===== src/design/trmg_pkg.sv =====
`timescale 1ns / 1ps
// ----------------------------------------------------------------------------
// trmg_pkg: shared types and constants of the trimmed-mean battery gauge
// Holds the controller command bundle, the result field widths, the level
// thresholds and the level update function.
// ----------------------------------------------------------------------------
package trmg_pkg;

	localparam int IN_W    = 13;
	localparam int AVG_W   = 13;
	localparam int LEVEL_W = 7;
	localparam int CMP_W   = 16;

	localparam logic [CMP_W-1:0] TH_FULL_LO  = 16'd4100;
	localparam logic [CMP_W-1:0] TH_HIGH_LO  = 16'd3700;
	localparam logic [CMP_W-1:0] TH_HIGH_HI  = 16'd4000;
	localparam logic [CMP_W-1:0] TH_MID_LO   = 16'd3300;
	localparam logic [CMP_W-1:0] TH_MID_HI   = 16'd3600;
	localparam logic [CMP_W-1:0] TH_LOW_LO   = 16'd2900;
	localparam logic [CMP_W-1:0] TH_LOW_HI   = 16'd3200;
	localparam logic [CMP_W-1:0] TH_EMPTY_HI = 16'd2600;

	localparam logic [LEVEL_W-1:0] LEVEL_100 = 7'd100;
	localparam logic [LEVEL_W-1:0] LEVEL_75  = 7'd75;
	localparam logic [LEVEL_W-1:0] LEVEL_50  = 7'd50;
	localparam logic [LEVEL_W-1:0] LEVEL_25  = 7'd25;
	localparam logic [LEVEL_W-1:0] LEVEL_0   = 7'd0;

	typedef struct packed {
		logic write;
		logic sort_step;
		logic sort_odd;
		logic acc_clear;
		logic shift;
		logic acc_add;
		logic div_step;
		logic commit;
		logic out_load;
		logic out_updated;
	} cmd_t;

	// Inside a dead band or exactly on a threshold the held level stays.
	function automatic logic [LEVEL_W-1:0] level_next(input logic [CMP_W-1:0] v,
			input logic [LEVEL_W-1:0] held);
		logic [LEVEL_W-1:0] lvl;
		lvl = held;
		if (v > TH_FULL_LO) begin
			lvl = LEVEL_100;
		end else if (v > TH_HIGH_LO && v < TH_HIGH_HI) begin
			lvl = LEVEL_75;
		end else if (v > TH_MID_LO && v < TH_MID_HI) begin
			lvl = LEVEL_50;
		end else if (v > TH_LOW_LO && v < TH_LOW_HI) begin
			lvl = LEVEL_25;
		end else if (v < TH_EMPTY_HI) begin
			lvl = LEVEL_0;
		end
		return lvl;
	endfunction

endpackage


===== src/design/trimmed_mean_battery_gauge_unit.sv =====
`timescale 1ns / 1ps
// ----------------------------------------------------------------------------
// trimmed_mean_battery_gauge_unit: trimmed-mean battery voltage gauge
// Collects voltage samples, and on the sample after a full window reports
// the mean of the sorted window without its lowest and highest entries,
// together with a coarse charge level.
//
// Channel   Direction  Handshake                    Payload
// sample    in         sample_valid / sample_ready  sample_mv
// result    out        result_valid / result_ready  average_mv, level_percent,
//                                                   average_updated
//
// A sample that is stored gives its result in the next cycle.
// A sample that closes a full window takes WINDOW_SIZE sort passes,
// WINDOW_SIZE minus the trim count summing shifts, one scaling of the sum
// by the reciprocal of the kept count, then a commit and a load of the result.
// One transaction is in work at a time; a held result stalls new samples
// only when the output register is full and not being taken.
// Reset clears the fill count, the average and the level.
// ----------------------------------------------------------------------------
module trimmed_mean_battery_gauge_unit #(
	parameter int WINDOW_SIZE = 10,
	parameter int TRIM_COUNT  = 3
) (
	input  logic                             clk,
	input  logic                             arst_n,
	input  logic                             sample_valid,
	output logic                             sample_ready,
	input  logic [trmg_pkg::IN_W-1:0]        sample_mv,
	output logic                             result_valid,
	input  logic                             result_ready,
	output logic [trmg_pkg::AVG_W-1:0]       average_mv,
	output logic [trmg_pkg::LEVEL_W-1:0]     level_percent,
	output logic                             average_updated
);
	import trmg_pkg::*;

	cmd_t                           cmd;
	logic [$clog2(WINDOW_SIZE)-1:0] wr_idx;
	logic [IN_W-1:0]                smoothed;
	logic [LEVEL_W-1:0]             level;
	logic                           out_free;
	logic                           result_valid_q;
	logic [AVG_W-1:0]               average_mv_q;
	logic [LEVEL_W-1:0]             level_percent_q;
	logic                           average_updated_q;

	assign out_free = !result_valid_q || result_ready;

	trmg_ctrl #(
		.WINDOW_SIZE (WINDOW_SIZE),
		.TRIM_COUNT  (TRIM_COUNT)
	) u_ctrl (
		.clk          (clk),
		.arst_n       (arst_n),
		.sample_valid (sample_valid),
		.sample_ready (sample_ready),
		.out_free     (out_free),
		.cmd          (cmd),
		.wr_idx       (wr_idx)
	);

	trmg_datapath #(
		.WINDOW_SIZE (WINDOW_SIZE),
		.TRIM_COUNT  (TRIM_COUNT)
	) u_datapath (
		.clk       (clk),
		.arst_n    (arst_n),
		.cmd       (cmd),
		.wr_idx    (wr_idx),
		.sample_mv (sample_mv),
		.smoothed  (smoothed),
		.level     (level)
	);

	always_ff @(posedge clk or negedge arst_n) begin
		if (!arst_n) begin
			result_valid_q <= 1'b0;
		end else if (cmd.out_load) begin
			result_valid_q <= 1'b1;
		end else if (result_ready) begin
			result_valid_q <= 1'b0;
		end
	end

	always_ff @(posedge clk) begin
		if (cmd.out_load) begin
			average_mv_q      <= AVG_W'(smoothed);
			level_percent_q   <= level;
			average_updated_q <= cmd.out_updated;
		end
	end

	assign result_valid    = result_valid_q;
	assign average_mv      = average_mv_q;
	assign level_percent   = level_percent_q;
	assign average_updated = average_updated_q;

endmodule


===== src/design/trmg_ctrl.sv =====
`timescale 1ns / 1ps
// ----------------------------------------------------------------------------
// trmg_ctrl: sequencing controller of the trimmed-mean battery gauge
// Tracks the fill count and steps the datapath through sorting, trimmed
// summing and the reciprocal scaling of each new average.
// ----------------------------------------------------------------------------
module trmg_ctrl #(
	parameter int WINDOW_SIZE = 10,
	parameter int TRIM_COUNT  = 3
) (
	input  logic                             clk,
	input  logic                             arst_n,
	input  logic                             sample_valid,
	output logic                             sample_ready,
	input  logic                             out_free,
	output trmg_pkg::cmd_t                   cmd,
	output logic [$clog2(WINDOW_SIZE)-1:0]   wr_idx
);
	import trmg_pkg::*;

	localparam int EFF_TRIM = (2 * TRIM_COUNT < WINDOW_SIZE) ? TRIM_COUNT
			: (WINDOW_SIZE - 1) / 2;
	localparam int KEEP   = WINDOW_SIZE - 2 * EFF_TRIM;
	localparam int FILL_W = $clog2(WINDOW_SIZE + 1);
	localparam int IDX_W  = $clog2(WINDOW_SIZE);
	localparam int CNT_W  = $clog2(WINDOW_SIZE);

	typedef enum logic [5:0] {
		S_IDLE   = 6'b000001,
		S_SORT   = 6'b000010,
		S_SUM    = 6'b000100,
		S_DIV    = 6'b001000,
		S_COMMIT = 6'b010000,
		S_OUT    = 6'b100000
	} state_t;

	state_t             state_q;
	logic [FILL_W-1:0]  fill_q;
	logic [CNT_W-1:0]   cnt_q;
	logic               accept;
	logic               full;

	assign sample_ready = (state_q == S_IDLE) && out_free;
	assign accept       = sample_valid && sample_ready;
	assign full         = (fill_q == FILL_W'(WINDOW_SIZE));
	assign wr_idx       = fill_q[IDX_W-1:0];

	always_comb begin
		cmd = '0;
		case (state_q)
			S_IDLE: begin
				if (accept) begin
					cmd.write     = !full;
					cmd.out_load  = !full;
					cmd.acc_clear = full;
				end
			end
			S_SORT: begin
				cmd.sort_step = 1'b1;
				cmd.sort_odd  = cnt_q[0];
			end
			S_SUM: begin
				cmd.shift   = 1'b1;
				cmd.acc_add = (cnt_q >= CNT_W'(EFF_TRIM));
			end
			S_DIV: begin
				cmd.div_step = 1'b1;
			end
			S_COMMIT: begin
				cmd.commit = 1'b1;
			end
			S_OUT: begin
				cmd.out_load    = 1'b1;
				cmd.out_updated = 1'b1;
			end
			default: begin
				cmd = '0;
			end
		endcase
	end

	always_ff @(posedge clk or negedge arst_n) begin
		if (!arst_n) begin
			state_q <= S_IDLE;
			fill_q  <= '0;
			cnt_q   <= '0;
		end else begin
			case (state_q)
				S_IDLE: begin
					if (accept) begin
						if (full) begin
							fill_q  <= '0;
							cnt_q   <= '0;
							state_q <= S_SORT;
						end else begin
							fill_q <= fill_q + FILL_W'(1);
						end
					end
				end
				S_SORT: begin
					if (cnt_q == CNT_W'(WINDOW_SIZE - 1)) begin
						cnt_q   <= '0;
						state_q <= S_SUM;
					end else begin
						cnt_q <= cnt_q + CNT_W'(1);
					end
				end
				S_SUM: begin
					if (cnt_q == CNT_W'(EFF_TRIM + KEEP - 1)) begin
						cnt_q   <= '0;
						state_q <= S_DIV;
					end else begin
						cnt_q <= cnt_q + CNT_W'(1);
					end
				end
				S_DIV: begin
					state_q <= S_COMMIT;
				end
				S_COMMIT: begin
					state_q <= S_OUT;
				end
				S_OUT: begin
					state_q <= S_IDLE;
				end
				default: begin
					state_q <= S_IDLE;
				end
			endcase
		end
	end

endmodule


===== src/design/trmg_datapath.sv =====
`timescale 1ns / 1ps
// ----------------------------------------------------------------------------
// trmg_datapath: sample store, sorter, accumulator and divider
// The store sorts itself by odd-even transposition passes, then shifts its
// middle entries into an accumulator that is divided by the kept count
// through one multiplication by its scaled reciprocal.
// ----------------------------------------------------------------------------
module trmg_datapath #(
	parameter int WINDOW_SIZE = 10,
	parameter int TRIM_COUNT  = 3
) (
	input  logic                             clk,
	input  logic                             arst_n,
	input  trmg_pkg::cmd_t                   cmd,
	input  logic [$clog2(WINDOW_SIZE)-1:0]   wr_idx,
	input  logic [trmg_pkg::IN_W-1:0]        sample_mv,
	output logic [trmg_pkg::IN_W-1:0]        smoothed,
	output logic [trmg_pkg::LEVEL_W-1:0]     level
);
	import trmg_pkg::*;

	localparam int EFF_TRIM = (2 * TRIM_COUNT < WINDOW_SIZE) ? TRIM_COUNT
			: (WINDOW_SIZE - 1) / 2;
	localparam int KEEP    = WINDOW_SIZE - 2 * EFF_TRIM;
	localparam int SUM_W   = IN_W + $clog2(KEEP + 1);
	localparam int DIV_SH  = SUM_W + $clog2(KEEP);
	localparam int RECIP_W = SUM_W + 1;
	localparam int PROD_W  = SUM_W + RECIP_W;
	localparam logic [RECIP_W-1:0] RECIP = RECIP_W'(((1 << DIV_SH) + KEEP - 1) / KEEP);

	logic [IN_W-1:0]        store_q [WINDOW_SIZE];
	logic [IN_W-1:0]        store_d [WINDOW_SIZE];
	logic [IN_W-1:0]        sample_masked;
	logic [SUM_W-1:0]       acc_q;
	logic [PROD_W-1:0]      prod;
	logic [IN_W-1:0]        smoothed_q;
	logic [LEVEL_W-1:0]     level_q;

	assign sample_masked = sample_mv;

	always_comb begin
		for (int i = 0; i < WINDOW_SIZE; i++) begin
			store_d[i] = store_q[i];
		end
		if (cmd.write) begin
			store_d[wr_idx] = sample_masked;
		end else if (cmd.sort_step) begin
			for (int i = 0; i < WINDOW_SIZE - 1; i++) begin
				if ((i % 2) == int'(cmd.sort_odd) && store_q[i] > store_q[i + 1]) begin
					store_d[i]     = store_q[i + 1];
					store_d[i + 1] = store_q[i];
				end
			end
		end else if (cmd.shift) begin
			for (int i = 0; i < WINDOW_SIZE - 1; i++) begin
				store_d[i] = store_q[i + 1];
			end
		end
	end

	always_ff @(posedge clk) begin
		for (int i = 0; i < WINDOW_SIZE; i++) begin
			store_q[i] <= store_d[i];
		end
	end

	assign prod = PROD_W'(acc_q) * PROD_W'(RECIP);

	always_ff @(posedge clk) begin
		if (cmd.acc_clear) begin
			acc_q <= '0;
		end else if (cmd.acc_add) begin
			acc_q <= acc_q + SUM_W'(store_q[0]);
		end else if (cmd.div_step) begin
			acc_q <= SUM_W'(prod >> DIV_SH);
		end
	end

	always_ff @(posedge clk or negedge arst_n) begin
		if (!arst_n) begin
			smoothed_q <= '0;
			level_q    <= LEVEL_0;
		end else if (cmd.commit) begin
			smoothed_q <= acc_q[IN_W-1:0];
			level_q    <= level_next(CMP_W'(acc_q[IN_W-1:0]), level_q);
		end
	end

	assign smoothed = smoothed_q;
	assign level    = level_q;

endmodule


===== config.mk =====
export PLATFORM = sky130hd
export DESIGN_NAME = trimmed_mean_battery_gauge_unit
export DESIGN_NICKNAME = d
export VERILOG_FILES = /design/src/design/trmg_pkg.sv /design/src/design/trimmed_mean_battery_gauge_unit.sv /design/src/design/trmg_ctrl.sv /design/src/design/trmg_datapath.sv
export SDC_FILE = /design/constraint.sdc
export NUM_CORES = 1
export LEC_CHECK = 0
export BUFFER_PORTS_ARGS = -buffer_cell sky130_fd_sc_hd__buf_2
export CAP_MARGIN = 20
export CORE_ASPECT_RATIO = 1.25
export CORE_UTILIZATION = 41
export CTS_BUF_LIST = sky130_fd_sc_hd__clkbuf_8
export CTS_CLUSTER_SIZE = 40
export DETAILED_ROUTE_END_ITERATION = 8
export HOLD_SLACK_MARGIN = 0.03
export PLACE_DENSITY_LB_ADDON = 0.2
export SYNTH_ARGS = -nofsm -noshare
export SYNTH_HDL_FRONTEND = slang
export SYNTH_SLANG_ARGS = --single-unit

===== constraint.sdc =====
create_clock -name clk -period 10.2 [get_ports clk]
set_clock_uncertainty 0.05 [all_clocks]
set_input_delay 1.53 -clock clk [delete_from_list [all_inputs] [get_ports clk]]
set_output_delay 1.53 -clock clk [all_outputs]
set_load 0.02 [all_outputs]

==> results.md, run 1 <==
- Max_slew headroom: 23.3%
- Sequential element share of the synthesized area: 44.1%
- Reg clk slew, reported paths: around 110 ps
- Yosys top cell area share: a little over a third
- Die W: about 160 um
- Wire per inst: about 23 um
- Worst Hold Class: register to register
- EDFF count, synth: 150
- Port buffer count: 39
- First-pass GRT wire length: 61.1 mm
- Syn Nets: 1,456
- Most common cell in the netlist: nand2_1
- Routed vias/inst: about 6
- Fin area: ~14,000 um2
- Antenna cells: 0
- CTS tree: done
- Final Hold Vio Count: 0
- Avg Cell Area, Syn: between 9 and 10 um2
- Largest net degree at the start of global routing: 65
- Maximum vdd drop: around 130 uV
- Post-layout worst setup margin: 6140 ps
- Dominant synthesized flop cell: edfxtp_1
- Total track usage: 25.2%
- Fin crit share: 39.8%
- Number of synthesized register bits: 200
- Crit Path Max Fanout: 14
- Drt first-iter violations: around 840
- Critical path type: register to register
- Clock Latency Late Sink: 500 ps
- Fin crit period: 4060 ps
- Setup_tns: 0 ps
- Final Core Density: between 40 and 50%
- Setup repair bufs after CTS: 0
- Clock Tree Root: clkbuf_8
- DRT Pass-1 Iters: 6
- IO Pins: 40
- Pwr dens: between 300 and 400 nW/um2
- Core area: 30,900 um2
- H-Tree Depth: 4
- Antenna-violating nets left: 0
- DP Area: about 13,000 um2
- Post-Syn Instances: around 1,300
- Layout Area Growth over Synthesis: 7.46%
- Top cells by area in the synthesized netlist: edfxtp_1 35%, ha_1 13%, dfrtp_1 6.4%, nand2_1 4.8%, inv_1 4.1%
- Synth warn: 0
- Critical path required time: about 10,000 ps
- Num CTS Buffers: 17
- Data arrival, critical path: 4120 ps
- Initial antenna violation count: 0
- Row count: between 70 and 80
- Post-CTS Hold Fix Bufs: 0
- Unique masters post-synth: 79
- Final nets: between 1,000 and 1,500
- Crit end category: register
- Fmax: between 200 and 250 MHz
- Sink Count: 200
- Initial core utilization: a little over two fifths
- Die Ht: ~200 um
- LEAKAGE: 6.06 nW
- RSZ-0062 raised after global routing: no
- Cell taking the most area after synthesis: edfxtp_1
- Fin. max-slew vios: 0
- Worst slack, placed: around 5600 ps
- Worst-Margin Slew: about 1200 ps
- Syn Std Cell Area: ~13,000 um2
- RD Place Congestion: 0.898
- Post-CTS resize count: 0
- HPWL Detailed: approximately 30 mm
- Grt total ovfl: 0
- Total Power: 4.28 mW
- Share of flip-flops with an asynchronous set or reset: ~17%
- Commonest cells post-synth: 166 x nand2_1, 150 x edfxtp_1, 140 x inv_1
- Startpoint types: register
- Share of cells above drive strength 1: under 10%
- Detailed-route wire length: 40.0 mm
- Via count: 10,500
- Remaining DRCs: 0
- Maximum buffer depth of the clock tree: 2
- Status: complete, no violations
- Max-cap violations: 0
- Vias in the first global route: a little over 10,000
- DIE AREA: 32,100 um2
- Final setup violation count: 0
==> final timing paths <==
path | from | endpoint | slack [ps] | depth (start not counted)
worst max-delay path | u_ctrl.state_q[3] | u_datapath.store_q[2][7] | 6140 | 7
worst min-delay path | u_datapath.level[5] | level_percent[5] | 410 | 0
worst max register to register | u_ctrl.state_q[3] | u_datapath.store_q[2][7] | 6140 | 7
worst min register to register | u_datapath.level[5] | level_percent[5] | 410 | 0
max in group asynchronous | arst_n | u_ctrl.wr_idx[2] | 8540 | 1
min in group asynchronous | arst_n | u_datapath.smoothed[5] | 1040 | 1
==> worst max-delay path, stage by stage, from the launching register on <==
cell and delay [ps]:
dfrtp_1 450, nor4_4 380, nand3_1 490, a41oi_1 340, o41a_2 250, nand2b_1 690
inv_2 60, a221oi_2 960
==> cell type report <==
cell class / instances / area [um2]
Clock inverter: 15 / 163
Multi-Input combinational cell: 906 / 6430
Timing Repair Buffer: 51 / 285
Clock buffer: 17 / 234
Sequential cell: 200 / 5680
Tap cell: 407 / 509
Inverter: 142 / 533
Fill cell: 3024 / 17100
==> cells by family after synthesis <==
kind of cell               synth area share (%)
and+or+nand+nor                            14.8
AOI/OAI and AO/OA                          19.7
DFF                                        44.1
buffers and inverters                      6.17
adders and majority gates                  13.1
muxes                                      1.53
xor gates and xnor gates                  0.612
==> report_power, final <==
group	leakage, nW	internal (mW)	total [mW]	switching (mW)
Sequential	2.01	1.31	1.74	0.430
Combinational	3.84	0.787	2.01	1.23
Clock	0.202	0.205	0.526	0.321
Total	6.06	2.31	4.28	1.98
==> per-layer routing <==
metal	vias to the layer above	GRT usage, %	routed length [um]	part of all wire, %
met1	5127	29.7	15600	39
met2	360	44.5	20400	51
met4	0	13.5	2130	5.3
li1	4873	-	-	-
met3	105	2.94	1890	4.7
met5	-	0	0	0
==> registers in the layout, indices dropped and copies added (netlist names) <==
| name | flops |
|---|---|
| u_datapath.store_q | 130 |
| u_datapath.acc_q | 16 |
| average_mv | 13 |
| u_datapath.smoothed | 13 |
| level_percent | 6 |
| u_ctrl.state_q | 6 |
| u_datapath.level | 6 |
| u_ctrl.cnt_q | 4 |
| u_ctrl.wr_idx | 4 |
| average_updated | 1 |
| result_valid | 1 |
==> stage by stage <==
stage	cells	hold WS, ps
after floorplan	1305	369
after global placement	1703	380
after detailed placement	1703	381
after CTS	1735	407
after global routing	1738	425
final	1738	406
==> cell usage in the layout (no fill, tap or decap), types with 5 or more instances in the layout <==
master,count
nand2_1,166
edfxtp_1,150
inv_1,142
ha_1,133
nor2_1,69
a21oi_1,60
nand3_1,47
o21ai_0,45
buf_2,39
a21o_1,33
dfrtp_1,33
a221o_1,25
o221ai_1,25
a22oi_1,25
nand4_1,22
nor2b_1,22
nor3_1,18
clkbuf_8,17
dfxtp_1,16
mux2i_1,14
o211ai_1,14
a22o_1,14
o21a_1,11
nand2b_1,11
o31ai_1,11
buf_4,11
a221oi_1,10
o2bb2ai_1,8
and3_1,7
and2_1,7
o21ai_1,7
a31oi_1,5
nor4_1,5
nand3b_1,5
mux2_2,5
xor2_1,5
Note: power is estimated with default switching activity, not from simulation.
==> run 2, diff against run 1 <==
- clock period: 10.2 -> 4.2 ns (I/O delays scaled with it)
==> run 2 against run 1 <==
Net effect: utilization rose by 0.35 points; die area did not move; sequential share of layout area fell by 0.32 points; cell count rose by 1.0%; first-iteration DRC count rose by 8.8%; design area rose by 0.78%.
==> results.md, run 2 (synthesis gave the netlist of run 1 again) <==
- Fin crit share: 78.9% (was 39.8%)
- Routed vias/inst: 5.97 (was 6.02)
- Post-CTS Hold Fix Bufs: 0 (unchanged)
- Antenna-violating nets left: 0 (unchanged)
- Grt total ovfl: 0 (unchanged)
- Final nets: 1,486 (was 1,469)
- Drt first-iter violations: 915 (was 841)
- Layout Area Growth over Synthesis: 8.30% (was 7.46%)
- Largest net degree at the start of global routing: 43 (was 65)
- Worst slack, placed: 947 ps (was 5640 ps)
- Total track usage: 25.1% (was 25.2%)
- R2R depth: 8 (was 7)
- Post-CTS resize count: 0 (unchanged)
- Final setup violation count: 0 (unchanged)
- LEAKAGE: 6.14 nW (was 6.06 nW)
- Port buffer count: 39 (unchanged)
- RD Place Congestion: 0.945 (was 0.898)
- Top reg by flops: u_datapath.store_q (unchanged)
- Register Area: 5680 um2 (unchanged)
- Clock Tree Root: clkbuf_8 (unchanged)
- CTS tree: done (unchanged)
- First-pass GRT wire length: 61.1 mm (about the same)
- Worst-Margin Slew: 1100 ps (was 1150 ps)
- Crit-path slowest cell: o41ai_4 (was a221oi_2)
- Sink Count: 200 (unchanged)
- Most common cell after layout, fill and taps aside: nand2_1 (unchanged)
- Row count: 72 (unchanged)
- Reg clk slew, reported paths: 110 ps (about the same)
- Fmax: 302 MHz (was 246 MHz)
- Data arrival, critical path: 3520 ps (was 4120 ps)
- Remaining DRCs: 0 (unchanged)
- Multi-input logic area: 6430 um2 (about the same)
- Fin area: 13,900 um2 (was 13,800 um2)
- Maximum vdd drop: 276 uV (was 135 uV)
- Wire per inst: 22.5 um (was 23.0 um)
- Post-layout worst setup margin: 887 ps (was 6140 ps)
- CP peak stage delay: 800 ps (was 960 ps)
- HPWL Detailed: 29.8 mm (about the same)
- Crit end category: register (unchanged)
- Max_slew headroom: 26.3% (was 23.3%)
- Critical path required time: 4400 ps (was 10,260 ps)
- Pwr dens: 745 nW/um2 (was 310 nW/um2)
- H-Tree Depth: 4 (unchanged)
- Die W: 161 um (unchanged)
- Detailed-route wire length: 39.5 mm (was 40.0 mm)
- Setup repair bufs after CTS: 0 (unchanged)
- Status: complete, no violations (unchanged)
- DP Area: 13,500 um2 (was 13,400 um2)
- Worst R2R End: u_datapath.store_q[5][10] (was u_datapath.store_q[2][7])
- Max reg flops: 130 (unchanged)
- Regs by FF count: u_datapath.store_q (130), u_datapath.acc_q (16) (unchanged)
- CP Cell Sequence: inv_1 -> ha_1 -> nor2b_1 -> o21a_1 -> o31a_1 -> o41ai_4 -> a21oi_2 -> a221o_1 (was nor4_4 -> nand3_1 -> a41oi_1 -> o41a_2 -> nand2b_1 -> inv_2 -> a221oi_2)
- Critical path type: register to register (unchanged)
- Commonest non-fill, non-tap cells in the layout: 166 x nand2_1, 150 x edfxtp_1, 142 x inv_1, 133 x ha_1, 69 x nor2_1 (unchanged)
- Max-cap violations: 0 (unchanged)
- Final Hold Vio Count: 0 (unchanged)
- Filler Cell Count: 2,999 (was 3,024)
- Num CTS Buffers: 17 (unchanged)
- Fin crit period: 3310 ps (was 4060 ps)
- R2R Path Start: u_datapath.store_q[6][1] (was u_ctrl.state_q[3])
- Share of cells above drive strength 1: 9.50% (was 8.41%)
- Core area: 30,900 um2 (unchanged)
- RSZ-0062 raised after global routing: no (unchanged)
- Fin. max-slew vios: 0 (unchanged)
- Clock Latency Late Sink: 510 ps (was 500 ps)
- Startpoint types: register (unchanged)
- Vias in the first global route: 10,300 (about the same)
- Maximum buffer depth of the clock tree: 2 (unchanged)
- Initial core utilization: 41.7% (unchanged)
- IO Pins: 40 (unchanged)
- Reg-to-reg slack, setup: 890 ps (was 6140 ps)
- Die Ht: 200 um (unchanged)
- Crit Path Max Fanout: 16 (was 14)
- DRT Pass-1 Iters: 5 (was 6)
- Via count: 10,500 (about the same)
- Total Power: 10.4 mW (was 4.28 mW)
- Worst Hold Class: input port to asynchronous set/reset pin (was register to register)
- Initial antenna violation count: 1 (was 0)
- DIE AREA: 32,100 um2 (unchanged)
- Setup_tns: 0 ps (unchanged)
## run 2: where the power goes
| group | internal, mW | total (mW) | leakage [nW] | switching [mW] |
|---|---|---|---|---|
| Sequential | 3.18 | 4.12 | 2.01 | 0.945 |
| Clock | 0.439 | 1.24 | 0.197 | 0.802 |
| Combinational | 1.98 | 5.03 | 3.93 | 3.05 |
| Total | 5.60 | 10.4 | 6.14 | 4.80 |
## run 2: area by class of cell
class	instances	area share (%)
sequential	200	40.7
multi-input combinational	906	46.1
antenna	1	0.0179
tap	407	3.65
timing repair buffer	68	2.96
clock inverter	15	1.04
clock buffer	17	1.68
inverter	142	3.82
## run 2: per-layer routing
| metal | routed length, um | GRT usage [%] | part of all wire [%] | vias to the layer above |
|---|---|---|---|---|
| li1 | - | - | - | 4912 |
| met1 | 15700 | 29.1 | 40 | 5155 |
| met2 | 20100 | 44.2 | 51 | 324 |
| met3 | 1600 | 3.71 | 4.0 | 90 |
| met4 | 2070 | 13.7 | 5.3 | 0 |
| met5 | 0 | 0 | 0 | - |
## run 2: worst max-delay path: cells and delay by family (launching register included)
family          cells  cell delay [ps]
compound gates      5             2060
fa+ha+maj           1              310
buf+inv             1               70
flops               1              450
simple gates        1              130
## run 2: metrics by stage
stage | std cells | util [%] | hold slack [ps]
2_1_floorplan | 1305 | - | 284
3_3_place_gp | 1721 | 43.8 | 381
3_5_place_dp | 1721 | 43.8 | 384
4_1_cts | 1753 | 45.1 | 174
5_1_grt | 1755 | 45.1 | 190
6_report | 1756 | 45.1 | 138
## run 2: how the worst max path moves through the flow
stage	to	depth (start not counted)	start
floorplan	u_datapath.store_q[4][0]	9	u_datapath.store_q[3][8]
global placement	u_datapath.store_q[5][7]	8	u_datapath.store_q[6][4]
detailed placement	u_datapath.store_q[5][8]	8	u_datapath.store_q[6][4]
CTS	u_datapath.store_q[5][0]	8	u_datapath.store_q[6][4]
global route	u_datapath.store_q[5][9]	8	u_datapath.store_q[6][4]
finish	u_datapath.store_q[5][10]	8	u_datapath.store_q[6][1]
